`src/rtl/core/sds_pkg.sv`:
```
// ----------------------------------------------------------------------------
// sds_pkg: shared types and constants of the style declaration splitter
// Character codes, parser phases and the command word that the parser
// hands to the output side through the command queue.
// ----------------------------------------------------------------------------
package sds_pkg;

	localparam logic [7:0] MAX_ENTRIES_LIMIT = 8'd255;
	localparam logic [7:0] MAX_ENTRIES_RESET = 8'd32;

	localparam logic [7:0] CHAR_SPACE = 8'h20;
	localparam logic [7:0] CHAR_COLON = 8'h3A;
	localparam logic [7:0] CHAR_SEMI  = 8'h3B;
	localparam logic [7:0] CHAR_CLOSE = 8'h29;
	localparam logic [7:0] CHAR_U     = 8'h75;

	localparam logic KIND_RECORD = 1'b0;
	localparam logic KIND_COUNT  = 1'b1;

	localparam int QDEPTH  = 4;
	localparam int QAW     = $clog2(QDEPTH);
	localparam int QCW     = $clog2(QDEPTH + 1);
	localparam int TDATA_W = 80;

	typedef enum logic [3:0] {
		PH_PROP_WAIT = 4'b0001,
		PH_PROP_IN   = 4'b0010,
		PH_VAL_WAIT  = 4'b0100,
		PH_VAL_IN    = 4'b1000
	} sds_phase_t;

	// One command per input item that yields results: a record, a count, or both
	typedef struct packed {
		logic        has_rec;
		logic        has_cnt;
		logic        prop_present;
		logic [15:0] prop_offset;
		logic [15:0] prop_length;
		logic        value_present;
		logic [15:0] value_offset;
		logic [15:0] value_length;
		logic [7:0]  entry_index;
		logic [7:0]  total;
	} sds_cmd_t;

	// Expected character after the given number of matched "url(" characters
	function automatic logic [7:0] url_char(input logic [1:0] progress);
		logic [7:0] ch;
		unique case (progress)
			2'd1:    ch = 8'h72;
			2'd2:    ch = 8'h6C;
			2'd3:    ch = 8'h28;
			default: ch = CHAR_U;
		endcase
		return ch;
	endfunction

endpackage

```
`src/rtl/core/sds_front.sv`:
```
// ----------------------------------------------------------------------------
// sds_front: character parser
// Takes one text item per cycle while the queue is not full, tracks the
// declaration being parsed and pushes a command into the queue for every
// item that closes a record or ends the text.
// ----------------------------------------------------------------------------
module sds_front (
	input  logic             clk,
	input  logic             arst_n,
	input  logic             cfg_we,
	input  logic [7:0]       cfg_wdata,
	input  logic             s_tvalid,
	output logic             s_tready,
	input  logic [7:0]       s_tdata,
	input  logic             s_tlast,
	input  logic             q_full,
	output logic             q_push,
	output sds_pkg::sds_cmd_t q_cmd
);
	import sds_pkg::*;

	sds_phase_t  phase_q, st_phase, phase_d;
	logic        wcp_q, st_wcp, wcp_d;
	logic [1:0]  url_q, st_url, url_d;
	logic [15:0] pos_q, pos_d;
	logic [7:0]  count_q, count_d;
	logic [15:0] poff_q, st_poff, poff_d;
	logic [15:0] plen_q, st_plen, plen_d;
	logic        pseen_q, st_pseen, pseen_d;
	logic [15:0] voff_q, st_voff, voff_d;
	logic        vseen_q, st_vseen, vseen_d;
	logic        fin_q, fin_d;
	logic [7:0]  max_q;

	logic        acc;
	logic [7:0]  ch;
	logic [7:0]  limit;
	logic        below_limit;
	logic        emit;
	logic        finish;
	logic        rec_en;
	logic        is_ws;
	logic        skip;

	assign s_tready    = !q_full;
	assign acc         = s_tvalid && s_tready;
	assign ch          = s_tdata;
	assign limit       = (max_q < MAX_ENTRIES_LIMIT) ? max_q : MAX_ENTRIES_LIMIT;
	assign below_limit = count_q < limit;
	assign is_ws       = ch <= CHAR_SPACE;

	// Step the current entry by one character
	always_comb begin
		st_phase = phase_q;
		st_wcp   = wcp_q;
		st_url   = url_q;
		st_poff  = poff_q;
		st_plen  = plen_q;
		st_pseen = pseen_q;
		st_voff  = voff_q;
		st_vseen = vseen_q;
		pos_d    = pos_q;
		emit     = 1'b0;
		finish   = 1'b0;
		skip     = 1'b0;
		if (acc && !fin_q) begin
			if (s_tlast || ch == 8'd0) begin
				finish = 1'b1;
			end else begin
				if (pos_q != 16'hFFFF) begin
					pos_d = pos_q + 16'd1;
				end
				if (below_limit) begin
					if (phase_q == PH_VAL_IN && url_q != 2'd0) begin
						if (ch == url_char(url_q)) begin
							if (url_q == 2'd3) begin
								st_wcp = 1'b1;
								st_url = 2'd0;
							end else begin
								st_url = url_q + 2'd1;
							end
						end else begin
							st_url = 2'd0;
						end
					end
					skip = is_ws && (phase_q == PH_PROP_WAIT || phase_q == PH_VAL_WAIT);
					if (is_ws || ch == CHAR_COLON) begin
						if (phase_q == PH_PROP_IN) begin
							st_plen  = pos_q - poff_q;
							st_phase = PH_VAL_WAIT;
						end
					end else if (st_wcp && ch == CHAR_CLOSE) begin
						st_wcp = 1'b0;
					end else if (!st_wcp && ch == CHAR_SEMI) begin
						st_phase = PH_PROP_WAIT;
					end else begin
						unique case (phase_q)
							PH_PROP_WAIT: begin
								st_poff  = pos_q;
								st_pseen = 1'b1;
								st_phase = PH_PROP_IN;
							end
							PH_VAL_WAIT: begin
								st_voff  = pos_q;
								st_vseen = 1'b1;
								st_url   = (ch == CHAR_U) ? 2'd1 : 2'd0;
								st_phase = PH_VAL_IN;
							end
							default: ;
						endcase
					end
					emit = !skip && st_phase == PH_PROP_WAIT;
				end
			end
		end
	end

	assign rec_en = emit || (finish && phase_q == PH_VAL_IN && below_limit);

	always_comb begin
		q_cmd.has_rec       = rec_en;
		q_cmd.has_cnt       = finish;
		q_cmd.prop_present  = st_pseen;
		q_cmd.prop_offset   = st_poff;
		q_cmd.prop_length   = st_plen;
		q_cmd.value_present = st_vseen;
		q_cmd.value_offset  = st_voff;
		q_cmd.value_length  = st_vseen ? (pos_q - st_voff) : 16'd0;
		q_cmd.entry_index   = count_q;
		q_cmd.total         = count_q + {7'd0, rec_en};
	end
	assign q_push = rec_en || finish;

	// Close the entry, end or restart the text
	always_comb begin
		phase_d = st_phase;
		wcp_d   = st_wcp;
		url_d   = st_url;
		poff_d  = st_poff;
		plen_d  = st_plen;
		pseen_d = st_pseen;
		voff_d  = st_voff;
		vseen_d = st_vseen;
		count_d = count_q;
		fin_d   = fin_q;
		if (rec_en) begin
			count_d = count_q + 8'd1;
			wcp_d   = 1'b0;
			url_d   = 2'd0;
			poff_d  = 16'd0;
			plen_d  = 16'd0;
			pseen_d = 1'b0;
			voff_d  = 16'd0;
			vseen_d = 1'b0;
		end
		if (finish) begin
			phase_d = PH_PROP_WAIT;
			fin_d   = 1'b1;
		end
		if (acc && s_tlast) begin
			phase_d = PH_PROP_WAIT;
			count_d = 8'd0;
			fin_d   = 1'b0;
			wcp_d   = 1'b0;
			url_d   = 2'd0;
			poff_d  = 16'd0;
			plen_d  = 16'd0;
			pseen_d = 1'b0;
			voff_d  = 16'd0;
			vseen_d = 1'b0;
		end
	end

	always_ff @(posedge clk or negedge arst_n) begin
		if (!arst_n) begin
			phase_q <= PH_PROP_WAIT;
			wcp_q   <= 1'b0;
			url_q   <= 2'd0;
			pos_q   <= 16'd0;
			count_q <= 8'd0;
			poff_q  <= 16'd0;
			plen_q  <= 16'd0;
			pseen_q <= 1'b0;
			voff_q  <= 16'd0;
			vseen_q <= 1'b0;
			fin_q   <= 1'b0;
			max_q   <= MAX_ENTRIES_RESET;
		end else begin
			phase_q <= phase_d;
			wcp_q   <= wcp_d;
			url_q   <= url_d;
			pos_q   <= (acc && s_tlast) ? 16'd0 : pos_d;
			count_q <= count_d;
			poff_q  <= poff_d;
			plen_q  <= plen_d;
			pseen_q <= pseen_d;
			voff_q  <= voff_d;
			vseen_q <= vseen_d;
			fin_q   <= fin_d;
			if (cfg_we) begin
				max_q <= cfg_wdata;
			end
		end
	end

endmodule

```
`src/rtl/core/sds_queue.sv`:
```
// ----------------------------------------------------------------------------
// sds_queue: command queue
// Small register FIFO between parser and output side; push and pop may
// happen in the same cycle.
// ----------------------------------------------------------------------------
module sds_queue (
	input  logic              clk,
	input  logic              arst_n,
	input  logic              push,
	input  sds_pkg::sds_cmd_t push_cmd,
	output logic              full,
	input  logic              pop,
	output logic              head_valid,
	output sds_pkg::sds_cmd_t head_cmd
);
	import sds_pkg::*;

	sds_cmd_t       mem_q [QDEPTH];
	logic [QAW-1:0] wr_ptr_q;
	logic [QAW-1:0] rd_ptr_q;
	logic [QCW-1:0] cnt_q;
	logic           do_push;
	logic           do_pop;

	assign full       = cnt_q == QCW'(QDEPTH);
	assign head_valid = cnt_q != '0;
	assign head_cmd   = mem_q[rd_ptr_q];
	assign do_push    = push && !full;
	assign do_pop     = pop && head_valid;

	always_ff @(posedge clk) begin
		if (do_push) begin
			mem_q[wr_ptr_q] <= push_cmd;
		end
	end

	always_ff @(posedge clk or negedge arst_n) begin
		if (!arst_n) begin
			wr_ptr_q <= '0;
			rd_ptr_q <= '0;
			cnt_q    <= '0;
		end else begin
			if (do_push) begin
				wr_ptr_q <= wr_ptr_q + QAW'(1);
			end
			if (do_pop) begin
				rd_ptr_q <= rd_ptr_q + QAW'(1);
			end
			if (do_push && !do_pop) begin
				cnt_q <= cnt_q + QCW'(1);
			end else if (!do_push && do_pop) begin
				cnt_q <= cnt_q - QCW'(1);
			end
		end
	end

endmodule

```
`src/rtl/core/sds_back.sv`:
```
// ----------------------------------------------------------------------------
// sds_back: result formatter
// Expands each queued command into one or two result items and holds them
// in the output register until the receiver takes them.
// ----------------------------------------------------------------------------
module sds_back (
	input  logic                        clk,
	input  logic                        arst_n,
	input  logic                        head_valid,
	input  sds_pkg::sds_cmd_t           head_cmd,
	output logic                        pop,
	output logic                        m_tvalid,
	input  logic                        m_tready,
	output logic [sds_pkg::TDATA_W-1:0] m_tdata,
	output logic                        m_tuser,
	output logic                        m_tlast
);
	import sds_pkg::*;

	logic               m_tvalid_q;
	logic [TDATA_W-1:0] m_tdata_q;
	logic               m_tuser_q;
	logic               m_tlast_q;
	logic               sub_q;
	logic               load;
	logic               send_rec;

	assign load     = head_valid && (!m_tvalid_q || m_tready);
	assign send_rec = head_cmd.has_rec && !sub_q;
	// Keep a command that still owes its count item
	assign pop      = load && !(send_rec && head_cmd.has_cnt);

	always_ff @(posedge clk or negedge arst_n) begin
		if (!arst_n) begin
			m_tvalid_q <= 1'b0;
			sub_q      <= 1'b0;
		end else if (load) begin
			m_tvalid_q <= 1'b1;
			sub_q      <= send_rec && head_cmd.has_cnt;
		end else if (m_tready) begin
			m_tvalid_q <= 1'b0;
		end
	end

	always_ff @(posedge clk) begin
		if (load) begin
			if (send_rec) begin
				m_tdata_q <= {6'd0, head_cmd.entry_index, head_cmd.value_length,
					head_cmd.value_offset, head_cmd.value_present, head_cmd.prop_length,
					head_cmd.prop_offset, head_cmd.prop_present};
				m_tuser_q <= KIND_RECORD;
				m_tlast_q <= 1'b0;
			end else begin
				m_tdata_q <= {6'd0, head_cmd.total, 66'd0};
				m_tuser_q <= KIND_COUNT;
				m_tlast_q <= 1'b1;
			end
		end
	end

	assign m_tvalid = m_tvalid_q;
	assign m_tdata  = m_tdata_q;
	assign m_tuser  = m_tuser_q;
	assign m_tlast  = m_tlast_q;

endmodule

```
`src/rtl/core/style_declaration_splitter.sv`:
```
// ----------------------------------------------------------------------------
// style_declaration_splitter: inline style declaration splitter
// Splits a style text, one byte per item, into property/value records.
// ----------------------------------------------------------------------------
// Usage:
//   Input stream s_*: one text byte per item in s_tdata; s_tlast high marks
//   the end of the text (that item carries no byte). A zero byte also ends
//   the text; bytes after it are dropped until s_tlast.
//   Output stream m_*: records (m_tuser = 0) and, at the end of each text,
//   one count item (m_tuser = 1, m_tlast = 1, count in the index field).
//   cfg_we/cfg_wdata write max_entries (reset 32); write only while idle.
//   Throughput: one input item per cycle while the queue is not full. The
//   result of an accepted byte is written into the command queue and then
//   loaded into the output register, which drives m_tvalid.
//   An end of text that closes a record gives two result items; the output
//   register sends the record item first, then the count item.
//   When the receiver stalls, the output register holds its item and the
//   4-entry command queue fills; s_tready drops only when the queue is full.
//   Reset clears the parser, queue and output register; nothing is pending.
// ----------------------------------------------------------------------------
module style_declaration_splitter (
	input  logic                        clk,
	input  logic                        arst_n,
	input  logic                        cfg_we,
	input  logic [7:0]                  cfg_wdata,
	input  logic                        s_tvalid,
	output logic                        s_tready,
	input  logic [7:0]                  s_tdata,   // [7:0] text_byte
	input  logic                        s_tlast,
	output logic                        m_tvalid,
	input  logic                        m_tready,
	// [0] prop_present, [16:1] prop_offset, [32:17] prop_length,
	// [33] value_present, [49:34] value_offset, [65:50] value_length,
	// [73:66] entry_index, [79:74] zero
	output logic [sds_pkg::TDATA_W-1:0] m_tdata,
	output logic                        m_tuser,   // [0] item_kind
	output logic                        m_tlast
);
	import sds_pkg::*;

	logic     q_full;
	logic     q_push;
	sds_cmd_t q_cmd;
	logic     q_pop;
	logic     q_head_valid;
	sds_cmd_t q_head;

	sds_front u_front (
		.clk       (clk),
		.arst_n    (arst_n),
		.cfg_we    (cfg_we),
		.cfg_wdata (cfg_wdata),
		.s_tvalid  (s_tvalid),
		.s_tready  (s_tready),
		.s_tdata   (s_tdata),
		.s_tlast   (s_tlast),
		.q_full    (q_full),
		.q_push    (q_push),
		.q_cmd     (q_cmd)
	);

	sds_queue u_queue (
		.clk        (clk),
		.arst_n     (arst_n),
		.push       (q_push),
		.push_cmd   (q_cmd),
		.full       (q_full),
		.pop        (q_pop),
		.head_valid (q_head_valid),
		.head_cmd   (q_head)
	);

	sds_back u_back (
		.clk        (clk),
		.arst_n     (arst_n),
		.head_valid (q_head_valid),
		.head_cmd   (q_head),
		.pop        (q_pop),
		.m_tvalid   (m_tvalid),
		.m_tready   (m_tready),
		.m_tdata    (m_tdata),
		.m_tuser    (m_tuser),
		.m_tlast    (m_tlast)
	);

	// The parser never pushes into a full queue
	a_no_overflow: assert property (@(posedge clk) disable iff (!arst_n)
		q_push |-> !q_full)
		else $error("command pushed into full queue");

	// Only the count item closes a text
	a_last_is_count: assert property (@(posedge clk) disable iff (!arst_n)
		m_tvalid |-> (m_tlast == m_tuser))
		else $error("last flag does not match item kind");

	// Every command in the queue carries at least one result
	a_head_nonempty: assert property (@(posedge clk) disable iff (!arst_n)
		q_head_valid |-> (q_head.has_rec || q_head.has_cnt))
		else $error("empty command at queue head");

	// No output item carries padding bits
	a_pad_zero: assert property (@(posedge clk) disable iff (!arst_n)
		m_tvalid |-> (m_tdata[79:74] == 6'd0))
		else $error("padding bits set on output");

endmodule

```
`config.mk`:
```
export PLATFORM = sky130hd
export DESIGN_NAME = style_declaration_splitter
export DESIGN_NICKNAME = d
export VERILOG_FILES = /design/src/rtl/core/sds_pkg.sv /design/src/rtl/core/sds_front.sv /design/src/rtl/core/sds_queue.sv /design/src/rtl/core/sds_back.sv /design/src/rtl/core/style_declaration_splitter.sv
export SDC_FILE = /design/constraint.sdc
export NUM_CORES = 1
export LEC_CHECK = 0
export BUFFER_PORTS_ARGS = -buffer_cell sky130_fd_sc_hd__buf_2
export CAP_MARGIN = 10
export CORE_MARGIN = 2
export CORE_UTILIZATION = 40
export DETAILED_ROUTE_END_ITERATION = 16
export PLACE_DENSITY_LB_ADDON = 0.08
export SLEW_MARGIN = 10
export SYNTH_ARGS = -nofsm -noshare
export SYNTH_HDL_FRONTEND = slang
export SYNTH_SLANG_ARGS = --single-unit
```
`constraint.sdc`:
```
create_clock -name clk -period 5.9 [get_ports clk]
set_input_delay 0.885 -clock clk [delete_from_list [all_inputs] [get_ports clk]]
set_output_delay 0.885 -clock clk [all_outputs]
set_load 0.05 [all_outputs]
```
== Word-level counts from Yosys, hierarchy flattened ==
Memories as Yosys holds them, arrays and structs flattened.
Cells that the tools add are included.

* Add/subtract/negate cells: 10
* Order comparisons: 3
* Equal/unequal tests: 18
* Multiplexer cells: 110
* Reduce and logical (&&, ||, !) cells: 49

{| class="wikitable"
|+ Operators with widths
! operator !! number
|-
| 16-bit 2-to-1 mux || 30
|-
| 74-bit 2-to-1 mux || 1
|-
| 8-bit 2-to-1 mux || 7
|-
| 4-bit 2-to-1 mux || 12
|-
| 1-bit 2-to-1 mux || 44
|-
| 16-bit subtractor || 2
|-
| 8-bit by 6-bit == test with 1-bit output (second input constant) || 3
|-
| 2-bit 2-to-1 mux || 12
|-
| 7-bit one-hot mux with 3 select lines || 1
|-
| 1-bit logical AND || 18
|-
| 16-bit by 1-bit adder with 16-bit output (second input constant) || 1
|-
| 16-bit inequality test (second input constant) || 1
|-
| 3-bit nonzero test || 5
|-
| 2-bit nonzero test || 7
|-
| 1-bit logical NOT || 9
|-
| 3-bit AND reduction || 3
|-
| 8-bit by 1-bit adder with 8-bit output || 1
|-
| 8-bit by 1-bit adder with 8-bit output (second input constant) || 1
|-
| 4-bit by 1-bit == test with 1-bit output (second input constant) || 2
|-
| 8-bit by 7-bit == test with 1-bit output (second input constant) || 1
|-
| 8-bit == test || 1
|-
| 8-bit by 6-bit <= comparator with 1-bit output (second input constant) || 1
|-
| 8-bit logical NOT || 1
|-
| 8-bit < comparator || 1
|-
| other kinds (15) || 25
|}

* Register bits: 180
* RAM bits: 336
* Bits of input ports: 22
* Output and inout bits: 84
* Memories kept: 1

{| class="wikitable"
|+ Memory list
! memory !! depth !! bits a word !! rd ports !! clocked after memory_dff !! write ports !! line !! text
|-
| u_queue.mem_q || 4 || 84 || 1 || 0 || 1 || sds_queue.sv:18 || <nowiki>sds_cmd_t mem_q [QDEPTH];</nowiki>
|}

== Logic depth before layout (Yosys ltp) ==
Gate-level depths: netlist of run 1.

* Depth after elaboration: 32
* Mapped depth: 18
* Mapped depth without buffers: 17

== Hierarchy ==
From an unflattened synthesis of run 1, not the netlist that was laid out.

* Cell total of the unflattened synthesis: 1408
* Area, all modules: 21953.6 um2

{| class="wikitable"
|+ By module, submodules not included
! module !! instances !! cells each !! area each (um2)
|-
| sds_queue || 1 || 474 || 12575.8
|-
| sds_front || 1 || 759 || 6358.6
|-
| sds_back || 1 || 175 || 3019.1
|}

== Least setup slack after synthesis of run 1 ==
Ideal clock, no wire load.

* Path kind: in2reg
* From: input port m_tready
* To: register u_queue.cnt_q[1]
* Library setup time: 0.125 ns
* Data arrival time: 6.821 ns
* Required time: 5.775 ns
* Slack: -1.046 ns
* Stages: 7
* Path buffers: 0
* Path through: inv_1 -> a21oi_1 -> o21ai_0 -> ha_1 -> inv_1 -> fa_1 -> mux2_2

* Word-level cells in the longest chain between the ends: 7

{| class="wikitable"
|+ RTL lines
! what !! line !! text
|-
| start, declared || style_declaration_splitter.sv:31 || <nowiki>input logic m_tready,</nowiki>
|-
| 1-bit logical OR * || sds_back.sv:28 || <nowiki>assign load = head_valid && (!m_tvalid_q || m_tready);</nowiki>
|-
| 1-bit logical AND * || sds_back.sv:28 ||
|-
| named net u_back.load || sds_back.sv:25 || <nowiki>logic load;</nowiki>
|-
| 1-bit logical AND * || sds_back.sv:31 || <nowiki>assign pop = load && !(send_rec && head_cmd.has_cnt);</nowiki>
|-
| 1-bit logical AND * || sds_queue.sv:29 || <nowiki>assign do_pop = pop && head_valid;</nowiki>
|-
| 1-bit logical NOT || sds_queue.sv:49 || <nowiki>if (do_push && !do_pop) begin</nowiki>
|-
| 1-bit logical AND || sds_queue.sv:49 ||
|-
| 3-bit 2-to-1 mux / 2-bit nonzero test (equally long branches) || n/a ||
|-
| end signal, assigned || sds_queue.sv:50 || <nowiki>cnt_q <= cnt_q + QCW'(1);</nowiki>
|-
| end signal, assigned || sds_queue.sv:52 || <nowiki>cnt_q <= cnt_q - QCW'(1);</nowiki>
|-
| end, declared || sds_queue.sv:21 || <nowiki>logic [QCW-1:0] cnt_q;</nowiki>
|}

The timed path passes the listed nets; every way through them passes the cells marked *.
A chain may end at the register's enable or synchronous reset.

==> results of run 1 <==
## cell type report
cell class,instances,share of cell area (%)
inverters,69,1.04
flip-flops and latches,510,59.4
repair buffers,117,2.74
multi-input cells,753,25.8
well taps,696,3.49
clock inverters,31,1.21
clock buffers,75,6.24
## worst paths after layout
path	from	end	slack (ns)	cells past startpoint
hold reg to reg	u_back.sub_q$_DFFE_PN0P_	u_back.sub_q$_DFFE_PN0P_	0.52	2
setup reg to reg	u_front.count_q[1]$_DFFE_PN0P_	u_queue.mem_q[1][31]$_DFFE_PP_	0.79	14
max in group asynchronous	arst_n	u_front.poff_q[2]$_DFF_PN0_	4.37	2
min in group clk	cfg_wdata[6]	u_front.max_q[6]$_DFFE_PN0P_	0.49	3
hold / removal	arst_n	u_queue.cnt_q[1]$_DFFE_PN0P_	0.36	1
setup / recovery	u_front.count_q[1]$_DFFE_PN0P_	u_queue.mem_q[1][31]$_DFFE_PP_	0.79	14
## Yosys cell counts, types with 7 or more instances
| cell type | instances | area share [%] |
|---|---|---|
| sky130_fd_sc_hd__a21oi_1 | 48 | 1.1 |
| sky130_fd_sc_hd__nor2b_1 | 78 | 2.2 |
| sky130_fd_sc_hd__nand3_1 | 30 | 0.69 |
| sky130_fd_sc_hd__clkbuf_1 | 34 | 0.59 |
| sky130_fd_sc_hd__o21a_1 | 8 | 0.28 |
| sky130_fd_sc_hd__a21o_1 | 10 | 0.34 |
| sky130_fd_sc_hd__nand4_1 | 12 | 0.34 |
| sky130_fd_sc_hd__mux2_2 | 20 | 1.0 |
| sky130_fd_sc_hd__nor2_1 | 88 | 1.5 |
| sky130_fd_sc_hd__or3_1 | 10 | 0.29 |
| sky130_fd_sc_hd__inv_1 | 69 | 1.2 |
| sky130_fd_sc_hd__edfxtp_1 | 411 | 57 |
| sky130_fd_sc_hd__dfrtp_1 | 97 | 11 |
| sky130_fd_sc_hd__o31ai_1 | 13 | 0.45 |
| sky130_fd_sc_hd__nand2_1 | 58 | 1.0 |
| sky130_fd_sc_hd__mux2i_1 | 19 | 0.87 |
| sky130_fd_sc_hd__nor3_1 | 25 | 0.57 |
| sky130_fd_sc_hd__xor2_1 | 21 | 0.84 |
| sky130_fd_sc_hd__buf_4 | 11 | 0.38 |
| sky130_fd_sc_hd__o21ai_0 | 48 | 1.1 |
| sky130_fd_sc_hd__nand2b_1 | 7 | 0.20 |
| sky130_fd_sc_hd__xnor2_1 | 30 | 1.2 |
| sky130_fd_sc_hd__buf_2 | 12 | 0.28 |
| sky130_fd_sc_hd__ha_1 | 52 | 3.0 |
| sky130_fd_sc_hd__mux4_2 | 84 | 8.7 |
## power breakdown
part | internal (mW) | switching, mW
clock network | 2.07 | 1.41
registers | 4.54 | 0.224
logic | 1.13 | 2.17
total | 7.75 | 3.80
## cells by family (layout without fill, tap and decap cells)
family                   after synthesis  count (layout)  synth area share [%]
XOR/XNOR                              51              51                  2.05
flip-flops                           510             510                  68.0
other                                  1               6                0.0172
adder cells (fa/ha/maj)               55              55                  3.26
AO/OA/AOI/OAI                        166             166                  4.86
buffers and inverters                133             292                  2.62
AND/OR/NAND/NOR                      352             352                  8.56
multiplexers                         123             123                  10.6
## metal layers
layer	routed length, um	share of wire (%)	vias to the layer above	global-route usage, %
met4	949	2.0	0	4.38
met5	0	0	-	0
met3	1740	3.7	62	3.43
met2	23100	49	189	28.9
li1	-	-	5485	-
met1	21700	46	6035	23.1
## registers in the layout (all words and copies together) (netlist names)
name              cells
u_front.pseen_q       1
u_front.voff_q       16
u_front.phase_q       4
u_front.max_q         8
u_front.pos_q        16
u_queue.mem_q       336
u_front.plen_q       16
u_front.count_q       8
u_back.m_tdata       74
u_back.m_tvalid       1
u_back.m_tuser        1
u_front.vseen_q       1
u_front.url_q         2
u_front.poff_q       16
u_back.sub_q          1
u_queue.cnt_q         3
u_front.fin_q         1
u_queue.wr_ptr_q      2
u_queue.rd_ptr_q      2
u_front.wcp_q         1
## worst register-to-register path, stage by stage (launching register included)
cell	delay, ns
sky130_fd_sc_hd__dfrtp_1	0.49
sky130_fd_sc_hd__ha_1	0.35
sky130_fd_sc_hd__a21o_1	0.16
sky130_fd_sc_hd__a211o_1	0.33
sky130_fd_sc_hd__a21oi_2	0.32
sky130_fd_sc_hd__nand3_1	0.45
sky130_fd_sc_hd__mux2i_1	0.49
sky130_fd_sc_hd__ha_1	0.31
sky130_fd_sc_hd__nor2b_1	0.15
sky130_fd_sc_hd__o31a_1	0.28
sky130_fd_sc_hd__o41ai_1	0.56
sky130_fd_sc_hd__o211ai_1	0.22
sky130_fd_sc_hd__a41oi_1	0.33
sky130_fd_sc_hd__o21ai_0	0.16
sky130_fd_sc_hd__mux2i_1	0.30
## metrics by stage
| stage | worst slack (ns) | total power, mW | cell area [sq um] |
|---|---|---|---|
| 2_1_floorplan | 0.980 | 7.33 | 21800 |
| 3_3_place_gp | 0.681 | 8.22 | 23100 |
| 3_5_place_dp | 0.589 | 8.24 | 23100 |
| 4_1_cts | 0.799 | 11.8 | 24900 |
| 5_1_grt | 0.355 | 12.1 | 24900 |
| 6_report | 0.791 | 11.5 | 24900 |
==> metrics.txt, run 1 <==
DR WL/cell 21.1 um; DRC violation total after the first TritonRoute iteration 616; slowest cell on the critical path sky130_fd_sc_hd__o41ai_1; initial standard-cell utilization of the core 40.5%; core footprint 53800 sq um; Max Cap Violations 0; run status finished, final reports clean; max-slew headroom at the worst pin 34.5%; count of buffers inserted at the top-level ports 99; post-CTS setup buffer count 0; Worst-Skew Late Latency 0.60 ns; synth unique cells 68; number of global-route vias before repair 12300; maximum fanout encountered on the critical timing path 10; fin crit share 86.6%; first-pass GRT wire length 73500 um; CTS hold repair buffers 0; final core occ 46.4%; worst-case vdd ir drop 241 uV; RSZ-0062 raised after global routing no; PwrDens 463 nW/um^2; final std cells w/o fill 2251; flip-flop and latch count after synthesis 510; antenna cell count 0; CTS tree built; critical path required time 6.29 ns; Horiz. Die Dim 237 um; cell family contributing the most delay on the critical path compound AO/OA/AOI/OAI gates; commonest cells after routing, fill and taps aside sky130_fd_sc_hd__edfxtp_1, sky130_fd_sc_hd__buf_2, sky130_fd_sc_hd__dfrtp_1; Yosys Warn Count 0; Least-Margin Pin Slew 0.974 ns; global-route usage over all layers 17.2%; I/O pins 106; htree depth 2; register area share after synthesis 68.0%; final setup violating endpoints 0; Area Overhead vs Synth 14.5%; leakage component of the power 9.41 nW; most common library cell in the layout ignoring fill and taps sky130_fd_sc_hd__edfxtp_1; clock sink total 510; Worst Skew 0.0302 ns; detailed placement HPWL 29600 um; startpoint type of the worst setup path flip-flop; setup tns final 0 ns; total wirelength of the detailed-routed design 47600 um; CTS-repair resized insts 0; CP max stage delay 0.56 ns; number of enable-type register cells in the synthesized netlist 411; Final GP Congestion 0.828; antenna violation net count after detailed routing 0; count of pins over their slew limit 0; fraction of registers with async set or reset after synthesis 19.4%; Final Hold Viols 0; Mapped Avg Cell Area 15.7 sq um; critical setup path kind reg -> reg; Layout fillers 4776; Post-Syn Instances 1391; sum of buffers and inverters on the critical path 0; largest net degree at the start of global routing 75; total number of placement rows 85; Sequential cell area 14800 sq um; total global routing overflow 0; maximum number of buffers from clock root to sink 3; area of the mapped netlist 21800 sq um; DR pass1 iterations 5; critical path endpoint category flip-flop; clock slew seen by the registers of the worst setup and hold paths 0.06 ns; Remaining DRCs 0; placed cell count 2145; time the final worst path needs with I/O delays and setup 5.11 ns; fraction of layout instances using a drive strength above 1 21.5%; Die Span Y 237 um; series of cell instances along the critical path ha_1, a21o_1, a211o_1, a21oi_2, nand3_1, mux2i_1, ha_1, nor2b_1, o31a_1, o41ai_1, o211ai_1, a41oi_1, o21ai_0, mux2i_1; vias per cell 5.23; Fin Hold WS 0.365 ns; maximum clock frequency 196 MHz; area used by multi-input combinational logic 6450 sq um; initial antenna violation count 0; Arr. time, crit path 5.50 ns; Final nets 1584; clock root buffer master sky130_fd_sc_hd__clkbuf_16; cts bufs inserted 56; worst hold-check path type in -> async; area of the die 56300 sq um; total vias in the final route 11800; most used flip-flop cell after synthesis sky130_fd_sc_hd__edfxtp_1
(Power assumes the default switching activity.)
==> run 2, diff against run 1 <==
- CORE_ASPECT_RATIO: default -> 0.9
- CORE_UTILIZATION: 40 -> 39
==> run 2 against run 1 <==
Against the previous run: count of clock-buffer cells in the layout decreased by 14; via count increased by 0.50%; setup slack improved by 0.068 ns; non-clock buffer count decreased by 1; sequential share of layout area increased by 0.099 points; clock power decreased by 1%; global-route usage decreased by 0.073 points; register-to-register slack improved by 0.07 ns; cell count increased by 0.58%; fmax increased by 1.3%; sequential cell count unchanged; highest routed layer is now met5.
==> metrics.txt, run 2 (synthesis results as in run 1) <==
run status finished, final reports clean (unchanged); RSZ-0062 raised after global routing no (unchanged); Critical Path Source u_front.count_q[1]$_DFFE_PN0P_ (unchanged); maximum number of buffers from clock root to sink 3 (unchanged); Final Hold Viols 0 (unchanged); leakage component of the power 9.39 nW (was 9.41 nW); count of buffers inserted at the top-level ports 99 (unchanged); number of cells on the worst reg-to-reg path 14 (unchanged); clock root buffer master sky130_fd_sc_hd__clkbuf_16 (unchanged); Worst Skew 0.0334 ns (was 0.0302 ns); worst-case vdd ir drop 304 uV (was 241 uV); number of global-route vias before repair 12100 (was 12300); CTS hold repair buffers 0 (unchanged); count of pins over their slew limit 0 (unchanged); time the final worst path needs with I/O delays and setup 5.04 ns (was 5.11 ns); Final GP Congestion 0.813 (was 0.828); core footprint 55400 sq um (was 53800 sq um); max-slew headroom at the worst pin 19.7% (was 34.5%); clock sink total 510 (unchanged); register-to-register path setup slack 0.86 ns (was 0.79 ns); detailed placement HPWL 31200 um (was 29600 um); DR WL/cell 21.4 um (was 21.1 um); initial standard-cell utilization of the core 39.3% (was 40.5%); flip-flop count of the largest register, all copies and words added 336 (unchanged); CTS-repair resized insts 0 (unchanged); area of the die 57800 sq um (was 56300 sq um); Die Span Y 228 um (was 237 um); fraction of layout instances using a drive strength above 1 21.5% (about the same); maximum clock frequency 198 MHz (was 196 MHz); Horiz. Die Dim 253 um (was 237 um); Worst R2R Start u_front.count_q[1]$_DFFE_PN0P_ (unchanged); antenna cell count 0 (unchanged); htree depth 2 (unchanged); register ranked first by flip-flop count u_queue.mem_q (unchanged); final core occ 45.0% (was 46.4%); final setup violating endpoints 0 (unchanged); total wirelength of the detailed-routed design 48500 um (was 47600 um); Least-Margin Pin Slew 1.20 ns (was 0.974 ns); CP Capture Point u_queue.mem_q[1][31]$_DFFE_PP_ (unchanged); I/O pins 106 (unchanged); Max Cap Violations 0 (unchanged); global-route usage over all layers 17.2% (about the same); startpoint type of the worst setup path flip-flop (unchanged); CTS tree built (unchanged); clock slew seen by the registers of the worst setup and hold paths 0.07 ns (was 0.06 ns); Arr. time, crit path 5.44 ns (was 5.50 ns); post-CTS setup buffer count 0 (unchanged); largest net degree at the start of global routing 58 (was 75); critical setup path kind reg -> reg (unchanged); PwrDens 463 nW/um^2 (about the same); antenna violation net count after detailed routing 0 (unchanged); Final nets 1581 (was 1584); commonest cells after routing, fill and taps aside sky130_fd_sc_hd__edfxtp_1, sky130_fd_sc_hd__buf_2, sky130_fd_sc_hd__dfrtp_1 (unchanged); total vias in the final route 11800 (about the same); vias per cell 5.23 (about the same); Sequential cell area 14800 sq um (unchanged); total number of placement rows 82 (was 85); setup tns final 0 ns (unchanged); critical path required time 6.30 ns (was 6.29 ns); Remaining DRCs 0 (unchanged); Worst-Skew Late Latency 0.62 ns (was 0.60 ns); DRC violation total after the first TritonRoute iteration 738 (was 616); DR pass1 iterations 5 (unchanged); Layout fillers 4883 (was 4776); Area Overhead vs Synth 14.3% (was 14.5%); area used by multi-input combinational logic 6450 sq um (unchanged); most common library cell in the layout ignoring fill and taps sky130_fd_sc_hd__edfxtp_1 (unchanged); initial antenna violation count 1 (was 0); first-pass GRT wire length 74900 um (was 73500 um); capture instance of the worst register-to-register path u_queue.mem_q[1][31]$_DFFE_PP_ (unchanged); cts bufs inserted 54 (was 56); maximum fanout encountered on the critical timing path 10 (unchanged); fin crit share 85.5% (was 86.6%); critical path endpoint category flip-flop (unchanged); worst hold-check path type in -> async (unchanged); total global routing overflow 0 (unchanged)
-- run 2: layer usage --
| layer | GRT usage [%] | wire [um] |
|---|---|---|
| met1 | 25.5 | 23500 |
| met2 | 25.9 | 21800 |
| met3 | 2.86 | 2060 |
| met4 | 5.23 | 1200 |
| met5 | 0 | 13 |
-- run 2: how the worst min path moves through the flow --
stage                     cells after the start                 startpoint  slack [ns]                     endpoint
after CTS                                     1                     arst_n        0.39  u_front.poff_q[1]$_DFF_PN0_
after global routing                          1                     arst_n        0.44  u_back.m_tvalid$_DFFE_PN0P_
final                                         1                     arst_n        0.38  u_back.m_tvalid$_DFFE_PN0P_
after floorplan                               2  u_front.pseen_q$_DFF_PN0_        0.45    u_front.pseen_q$_DFF_PN0_
after detailed placement                      2   u_back.sub_q$_DFFE_PN0P_        0.50     u_back.sub_q$_DFFE_PN0P_
after global placement                        2   u_back.sub_q$_DFFE_PN0P_        0.49     u_back.sub_q$_DFFE_PN0P_
-- run 2: cell type report --
type / instances / area share [%]
inverters: 69 / 1.04
clock inverters: 41 / 1.71
well taps: 714 / 3.59
clock buffers: 61 / 5.53
flip-flops and latches: 510 / 59.5
multi-input cells: 753 / 25.9
repair buffers: 116 / 2.71
-- run 2: per-stage QoR --
stage	instance area [sq um]	std cells	hold WS, ns	total power, mW	setup slack [ns]
final	24900	2264	0.381	11.5	0.858
after global routing	24900	2264	0.437	12.1	0.426
after CTS	24900	2264	0.392	11.7	0.822
after detailed placement	23100	2162	0.500	8.25	0.501
after global placement	23100	2162	0.493	8.25	0.690
after floorplan	21800	1396	0.449	7.33	0.980
-- run 2: critical path, cell delays in order, from the launching register on --
cell                       delay (ns)
sky130_fd_sc_hd__dfrtp_1         0.49
sky130_fd_sc_hd__ha_1            0.34
sky130_fd_sc_hd__a21o_1          0.18
sky130_fd_sc_hd__a211o_1         0.34
sky130_fd_sc_hd__a21oi_2         0.28
sky130_fd_sc_hd__nand3_1         0.39
sky130_fd_sc_hd__mux2i_1         0.49
sky130_fd_sc_hd__ha_1            0.31
sky130_fd_sc_hd__nor2b_1         0.14
sky130_fd_sc_hd__o31a_1          0.27
sky130_fd_sc_hd__o41ai_1         0.59
sky130_fd_sc_hd__o211ai_1        0.23
sky130_fd_sc_hd__a41oi_1         0.34
sky130_fd_sc_hd__o21ai_0         0.16
sky130_fd_sc_hd__mux2i_1         0.30
-- run 2: power breakdown --
part	internal, mW	total [mW]	switching, mW	leakage, nW
logic	1.13	3.31	2.18	3.31
clock network	1.99	3.43	1.44	0.872
registers	4.54	4.79	0.243	5.21
==> run 3, diff against run 2 <==
==> constraint.sdc (replaced) <==
create_clock -name clk -period 5.9 [get_ports clk]
set_input_delay 0.295 -clock clk [delete_from_list [all_inputs] [get_ports clk]]
set_output_delay 0.295 -clock clk [all_outputs]
set_load 0.05 [all_outputs]
==> run 3 against run 2 <==
Against the previous run: via count shrank 0.25%; non-clock buffer count grew 10; die area is the same; routed wire length shrank 0.59%; cell count grew 0.40%; clock skew shrank 0.0062 ns; critical path type unchanged; largest power group unchanged.
==> metrics.txt, run 3 (synthesis results as in run 1) <==
Arr. time, crit path 5.27 ns (was 5.44 ns); CP max stage delay 0.49 ns (was 0.59 ns); leakage component of the power 9.40 nW (was 9.39 nW); clock root buffer master sky130_fd_sc_hd__clkbuf_16 (unchanged); sum of buffers and inverters on the critical path 2 (was 0); most common library cell in the layout ignoring fill and taps sky130_fd_sc_hd__edfxtp_1 (unchanged); Least-Margin Pin Slew 0.942 ns (was 1.20 ns); Final GP Congestion 0.804 (was 0.813); Final Hold Viols 0 (unchanged); slack of the critical path 0.962 ns (was 0.858 ns); vias per cell 5.19 (was 5.23); final std cells w/o fill 2273 (was 2264); antenna cell count 0 (unchanged); post-CTS setup buffer count 0 (unchanged); maximum fanout encountered on the critical timing path 19 (was 10); first-pass GRT wire length 75600 um (was 74900 um); max-slew headroom at the worst pin 37.2% (was 19.7%); slowest cell on the critical path sky130_fd_sc_hd__dfrtp_1 (was sky130_fd_sc_hd__o41ai_1); fraction of layout instances using a drive strength above 1 20.9% (was 21.5%); maximum number of buffers from clock root to sink 3 (unchanged); startpoint type of the worst setup path flip-flop (unchanged); count of buffers inserted at the top-level ports 99 (unchanged); Final nets 1592 (was 1581); area of the die 57800 sq um (unchanged); initial standard-cell utilization of the core 39.3% (unchanged); DR pass1 iterations 5 (unchanged); detailed placement HPWL 30300 um (was 31200 um); CTS-repair resized insts 0 (unchanged); maximum clock frequency 202 MHz (was 198 MHz); cell family contributing the most delay on the critical path compound AO/OA/AOI/OAI gates (unchanged); total global routing overflow 0 (unchanged); summed area of non-filler cells in the final layout 24900 sq um (about the same); htree depth 2 (unchanged); I/O pins 106 (unchanged); final core occ 45.0% (about the same); largest net degree at the start of global routing 53 (was 58); commonest cells after routing, fill and taps aside sky130_fd_sc_hd__edfxtp_1, sky130_fd_sc_hd__buf_2, sky130_fd_sc_hd__dfrtp_1 (unchanged); flip-flop count of the largest register, all copies and words added 336 (unchanged); worst hold-check path type in -> reg (was in -> async); initial antenna violation count 0 (was 1); Critical Path Source u_front.count_q[1]$_DFFE_PN0P_ (unchanged); final setup violating endpoints 0 (unchanged); Worst-Skew Late Latency 0.62 ns (about the same); cts bufs inserted 55 (was 54); Area Overhead vs Synth 14.3% (about the same); Worst R2R Start u_front.count_q[1]$_DFFE_PN0P_ (unchanged); total vias in the final route 11800 (about the same); CP Capture Point u_queue.mem_q[0][30]$_DFFE_PP_ (was u_queue.mem_q[1][31]$_DFFE_PP_); critical path required time 6.23 ns (was 6.30 ns); CTS tree built (unchanged); register-to-register path setup slack 0.96 ns (was 0.86 ns); clock sink total 510 (unchanged); placed cell areas 23100 sq um (unchanged); total stage count of the critical path 17 (was 14); pre-CTS setup slack 1.05 ns (was 0.501 ns); critical setup path kind reg -> reg (unchanged); Worst Skew 0.0272 ns (was 0.0334 ns); RSZ-0062 raised after global routing no (unchanged); series of cell instances along the critical path ha_1, a21o_1, a211o_1, a21oi_2, nand3_1, buf_4, mux2_2, ha_1, inv_1, fa_1, a211oi_1, o21ai_0, a41oi_1, o21ai_0, a41oi_1, xor2_1, nor2_1 (was ha_1, a21o_1, a211o_1, a21oi_2, nand3_1, mux2i_1, ha_1, nor2b_1, o31a_1, o41ai_1, o211ai_1, a41oi_1, o21ai_0, mux2i_1); fin crit share 83.7% (was 85.5%); placed cell count 2162 (unchanged); clock slew seen by the registers of the worst setup and hold paths 0.06 ns (was 0.07 ns); worst-case vdd ir drop 438 uV (was 304 uV); number of global-route vias before repair 12400 (was 12100); setup tns final 0 ns (unchanged); PwrDens 455 nW/um^2 (was 463 nW/um^2); capture instance of the worst register-to-register path u_queue.mem_q[0][30]$_DFFE_PP_ (was u_queue.mem_q[1][31]$_DFFE_PP_); Max Cap Violations 0 (unchanged); overall power after layout 11.3 mW (was 11.5 mW); DRC violation total after the first TritonRoute iteration 746 (was 738); global-route usage over all layers 17.2% (about the same); time the final worst path needs with I/O delays and setup 4.94 ns (was 5.04 ns); count of pins over their slew limit 0 (unchanged); DR WL/cell 21.2 um (was 21.4 um); total wirelength of the detailed-routed design 48300 um (was 48500 um); total number of placement rows 82 (unchanged); Fin Hold WS 0.0726 ns (was 0.381 ns); run status finished, final reports clean (unchanged); critical path endpoint category flip-flop (unchanged); number of cells on the worst reg-to-reg path 17 (was 14); Horiz. Die Dim 253 um (unchanged); antenna violation net count after detailed routing 0 (unchanged); Remaining DRCs 0 (unchanged); CTS hold repair buffers 10 (was 0); register ranked first by flip-flop count u_queue.mem_q (unchanged); core footprint 55400 sq um (unchanged); Die Span Y 228 um (unchanged)
-- run 3: worst register-to-register path: stages (launching register included) --
cell and delay (ns):
sky130_fd_sc_hd__dfrtp_1 0.49, sky130_fd_sc_hd__ha_1 0.34, sky130_fd_sc_hd__a21o_1 0.19, sky130_fd_sc_hd__a211o_1 0.34, sky130_fd_sc_hd__a21oi_2 0.28, sky130_fd_sc_hd__nand3_1 0.12
sky130_fd_sc_hd__buf_4 0.25, sky130_fd_sc_hd__mux2_2 0.35, sky130_fd_sc_hd__ha_1 0.18, sky130_fd_sc_hd__inv_1 0.06, sky130_fd_sc_hd__fa_1 0.45, sky130_fd_sc_hd__a211oi_1 0.37
sky130_fd_sc_hd__o21ai_0 0.19, sky130_fd_sc_hd__a41oi_1 0.36, sky130_fd_sc_hd__o21ai_0 0.18, sky130_fd_sc_hd__a41oi_1 0.26, sky130_fd_sc_hd__xor2_1 0.16, sky130_fd_sc_hd__nor2_1 0.09
-- run 3: how the worst min path moves through the flow --
| stage | end | start | cells past startpoint |
|---|---|---|---|
| after floorplan | u_back.m_tvalid$_DFFE_PN0P_ | arst_n | 0 |
| after global placement | u_front.plen_q[10]$_DFF_PN0_ | arst_n | 1 |
| after detailed placement | u_back.m_tvalid$_DFFE_PN0P_ | arst_n | 1 |
| after CTS | u_front.max_q[1]$_DFFE_PN0P_ | cfg_we | 2 |
| after global routing | u_front.max_q[1]$_DFFE_PN0P_ | cfg_we | 2 |
| final | u_front.max_q[5]$_DFFE_PN1P_ | cfg_we | 3 |
-- run 3: metal layers --
layer | track usage [%] | part of all wire (%)
met4 | 4.57 | 2.0
met1 | 25.7 | 49
met2 | 26.2 | 46
met5 | 0 | 0
met3 | 2.59 | 3.5
-- run 3: final cells by class --
cell class,count,area [sq um]
well taps,714,893
repair buffers,126,776
clock inverters,36,287
inverters,69,259
fillers,4908,30500
clock buffers,65,1410
multi-input cells,753,6450
flip-flops and latches,510,14800
-- run 3: report_power, final --
group | internal [mW] | switching (mW) | leakage, nW | total (mW)
sequential | 4.54 | 0.257 | 5.22 | 4.79
clock | 1.84 | 1.42 | 0.826 | 3.26
combinational | 1.13 | 2.14 | 3.35 | 3.28
